**config.mk**
```make
export PLATFORM = sky130hd
export DESIGN_NAME = atsc_char_class
export DESIGN_NICKNAME = d
export VERILOG_FILES = /design/src/atsc_pkg.sv /design/src/atsc_char_class.sv
export SDC_FILE = /design/constraint.sdc
export NUM_CORES = 1
export LEC_CHECK = 0
export ABC_AREA = 1
export BUFFER_PORTS_ARGS = -buffer_cell sky130_fd_sc_hd__buf_2
export CORE_AREA = 2 2 39 41
export DETAILED_ROUTE_END_ITERATION = 6
export DIE_AREA = 0 0 41 43
export PLACE_DENSITY = 0.53
export SETUP_SLACK_MARGIN = 0.15
export SYNTH_ARGS = -nofsm -noshare
export SYNTH_HDL_FRONTEND = slang
export SYNTH_SLANG_ARGS = --single-unit
```
**constraint.sdc**
```tcl
create_clock -name vclk -period 1
set_input_delay 0.2 -clock vclk [all_inputs]
set_output_delay 0.2 -clock vclk [all_outputs]
set_load 0.02 [all_outputs]
```
**src/atsc_pkg.sv**
```systemverilog
`timescale 1ns / 1ps

package atsc_pkg;

   localparam int CHAR_W = 8;
   localparam int MASK_W = 3;
   localparam int ERR_W  = 8;
   localparam int KIND_W = 2;

   localparam logic [CHAR_W-1:0] CHAR_DOT   = 8'h2E;
   localparam logic [CHAR_W-1:0] CHAR_COLON = 8'h3A;

   // check_mask bit positions
   localparam int MASK_IPV4 = 0;
   localparam int MASK_HOST = 1;
   localparam int MASK_IPV6 = 2;
   localparam logic [MASK_W-1:0] MASK_RESET = 3'b111;

   localparam int OCTET_MAX    = 255;
   localparam int V4_SPAN_MAX  = 3;   // max distance from last dot to a digit
   localparam int V4_DOTS_REQ  = 3;
   localparam int V4_DOTS_SAT  = 7;
   localparam int V6_SPAN_MAX  = 4;   // max distance from last colon to a hex digit
   localparam int V6_COLON_MAX = 7;
   localparam int V6_COLON_MIN = 2;
   localparam int HOST_TLD_MIN = 3;   // last dot plus this must not exceed length plus one

   typedef enum logic [KIND_W-1:0] {
      KIND_NONE = 2'd0,
      KIND_IPV4 = 2'd1,
      KIND_HOST = 2'd2,
      KIND_IPV6 = 2'd3
   } kind_type;

   typedef struct packed {
      logic       is_dot;
      logic       is_colon;
      logic       is_digit;
      logic       is_alpha;
      logic       is_xdigit;
      logic       is_graph;
      logic [3:0] digit_value;
   } char_class_type;

endpackage

```
**src/atsc_char_class.sv**
```systemverilog
`timescale 1ns / 1ps

module atsc_char_class import atsc_pkg::*; (
   input  logic [CHAR_W-1:0] char_code,
   output char_class_type    cls
);

   logic upper;
   logic lower;

   always_comb begin
      upper           = (char_code >= 8'h41) && (char_code <= 8'h5A);
      lower           = (char_code >= 8'h61) && (char_code <= 8'h7A);
      cls.is_dot      = (char_code == CHAR_DOT);
      cls.is_colon    = (char_code == CHAR_COLON);
      cls.is_digit    = (char_code >= 8'h30) && (char_code <= 8'h39);
      cls.is_alpha    = upper || lower;
      cls.is_xdigit   = cls.is_digit
                        || ((char_code >= 8'h41) && (char_code <= 8'h46))
                        || ((char_code >= 8'h61) && (char_code <= 8'h66));
      cls.is_graph    = (char_code >= 8'h21) && (char_code <= 8'h7E);
      cls.digit_value = char_code[3:0];   // valid only when is_digit
   end

endmodule

```
# After elaboration in Yosys (flattened, before gate mapping)
# Index checks and enable logic that the tools add are counted.
[totals]
register_bits = 0
out_inout_bits = 10
[classes]
order_cmp = 10
eq_ne = 2
reduce_logical = 9
[ops]
columns = ["cell", "count"]
rows = [
  ["$le 8x7->1 const B", 5],
  ["$eq 8x6->1 const B", 2],
  ["$ge 8x6->1 const B", 2],
  ["$ge 8x7->1 const B", 2],
  ["$le 8x6->1 const B", 1],
  ["$logic_and 1x1->1", 6],
  ["$logic_or 1x1->1", 3],
]

# Depth between registers and ports, before layout
[depth]
depth_word = 4
depth_mapped = 8
mapped_depth_nobuf = 8

# Worst setup path after synthesis
# Ideal clock, no wire load.
[synth_timing]
kind = "input port to output port"
startpoint = "input char_code[7]"
endpoint = "output cls[9] (netlist bit)"
t_arrival_ns = 0.909
t_required_ns = 0.800
setup_slack_ns = -0.109
path_stages = 3
path_cell_list = "nor2_2 > nand4_1 > nor3_1"
[synth_rtl]
columns = ["item", "line_no", "rtl"]
rows = [
  ["from (decl)", "atsc_char_class.sv:4", "input logic [CHAR_W-1:0] char_code,"],
  ["to (decl)", "atsc_char_class.sv:5", "output char_class_type cls"],
]

==> results_dict.tcl <==
set metrics [dict create \
    status "complete, but fails checks" \
    violations "negative setup slack" \
    vias 530 \
    cp.required_ns 0.80 \
    syn_to_final_growth_pct 107 \
    synth_top_area_cell "nand2_1" \
    synth_top_family_by_area "simple AND/OR/NAND/NOR gates" \
    place_inst 113 \
    multi_input_area_um2 404 \
    hp-start "char_code[3]" \
    yosys.area_share.adder 0 \
    synth.mux.area_fraction 0 \
    fillerInstances 141 \
    drive_gt1_frac 0.596 \
    max_stage_delay_ns 0.18 \
    relSlewSlack 0.887 \
    grt_usage 0.141 \
    die_area_mm2 0.00176 \
    syn_nets 86 \
    grt_use_met2 0.238 \
    antenna_cells 0 \
    nClkBuffers 0 \
    hp-class "input pin to output port" \
    drcViolationCount 0 \
    crit_path_start_kind "input pin" \
    crit_path_top_delay_cell "buf_4" \
    syn_area_um2 338 \
    path_buf_inv 4 \
    drtAntennaViolNets 0 \
    worst_pin_slew_ns 0.169 \
    final_cell_area_um2 699 \
    start_util 0.244 \
    place.gp.congestion 0.849 \
    fin_crit_sh 1.20 \
    finalPower_mw 0.287 \
    synth_compound_area_frac 0.0296 \
    rsz0062_at_grt "true" \
    yosys.area_share.simple 0.759 \
    row_count 14 \
    synthXorXnorAreaFrac 0 \
    maxCapViolCount 0 \
    regArea_um2 0 \
    hold_violations 0 \
    io_pins 18 \
    worst_slack_ns -0.199 \
    critPathArrivalTime_ns 1.00 \
    drtIter0Drc 6 \
    crit_path_end_kind "output port" \
    antenna_found_initial 0 \
    flops_and_latches 0 \
    cp_max_fo 6 \
    place_ws_ns -0.263 \
    die_w_um 41 \
    fin_setup_tns_ns -0.888 \
    grt_use_met1 0.194 \
    grt.overflow.total 0 \
    timing.hold.ws_ns 0.649 \
    synth-seq-area-share 0 \
    via_per_inst 4.61 \
    power_leakage_nw 0.357 \
    use_met3 0 \
    ys.warnings.count 0 \
    core_mm2 0.00138 \
    irDropWorstVdd_uv 159 \
    maxSlewViolCount 0 \
    startpoint "char_code[3]" \
    grt_max_degree 7 \
    finalCriticalPeriod_ns 1.20 \
    critical_path_class "input pin to output port" \
    mostFrequentLayoutCells "29 x nand2_1, 11 x buf_4, 8 x nor2_4, 8 x buf_6, 7 x nand2_2" \
    path_cells "buf_8 -> clkinvlp_4 -> buf_4 -> o21ai_4 -> nand3_2 -> buf_6" \
    clock.fmax_mhz 834 \
    critical-path-top-delay-family "buffers and inverters" \
    netlist_instances 78 \
    finish.utilization 0.505 \
    synth_area_leaders "nand2_1 40%, nor2_1 12%, inv_1 10%" \
    wl_um 1080 \
    dpl_cell_area_um2 508 \
    place_hpwl_um 843 \
    final_common_cell "nand2_1" \
    grt_pass1_vias 478 \
    fin_cells 115 \
    powerDensity_mw_per_mm2 411 \
    synth_top_area_frac 0.400 \
    busiest_layer "met2" \
    die-height_um 43 \
    grt_pass1_wl_um 1840 \
    routedWlPerCell_um 9.42 \
    drt_pass1_iterations 4 \
    portBuffers 18 \
    avgSynthCellArea_um2 4.33 \
    finalSetupViolCount 6 \
    ys_types 13 \
    layout.nets 109 \
]
## cells in the mapped netlist
master and count:
nand2_1 36, a21oi_1 1, buf_4 4, inv_2 2, and2_1 1, nor2_1 11, o21ai_1 1, nor3_1 2
nand2_2 2, inv_1 9, nand3_1 4, nor2_2 3, nand4_1 2
## layout make-up
| type | instances | share of cell area |
|---|---|---|
| Multi-Input combinational cell | 63 | 0.578 |
| Tap cell | 16 | 0.0286 |
| Inverter | 11 | 0.0680 |
| Timing Repair Buffer | 25 | 0.326 |
## repair_timing
item	CTS	global route
pin swaps	10	1
setup endpoints to repair	6	6
gates resized for setup	44	8
hold buffers	0	0
setup buffers	1	1
## metal layers
metal | part of all wire | vias to the layer above | routed length (µm)
li1 | - | 276 | -
met1 | 0.42 | 235 | 457
met2 | 0.50 | 17 | 543
met3 | 0.054 | 2 | 58
met4 | 0.022 | 0 | 24
met5 | 0 | - | 0
## power breakdown
part | internal (mW) | switching, mW | total, mW
clock network | 0 | 0 | 0
logic | 0.125 | 0.163 | 0.287
registers | 0 | 0 | 0
total | 0.125 | 0.163 | 0.287
## cell families after synthesis
family,Yosys count
buffers and inverters,15
AND/OR/NAND/NOR,61
AO/OA/AOI/OAI,2
## final timing paths
kind	end	slack, ns	cells past startpoint
setup / recovery	cls[5]	-0.20	6
hold / removal	cls[3]	0.65	2
No activity file was read; power rests on OpenSTA's default activity.
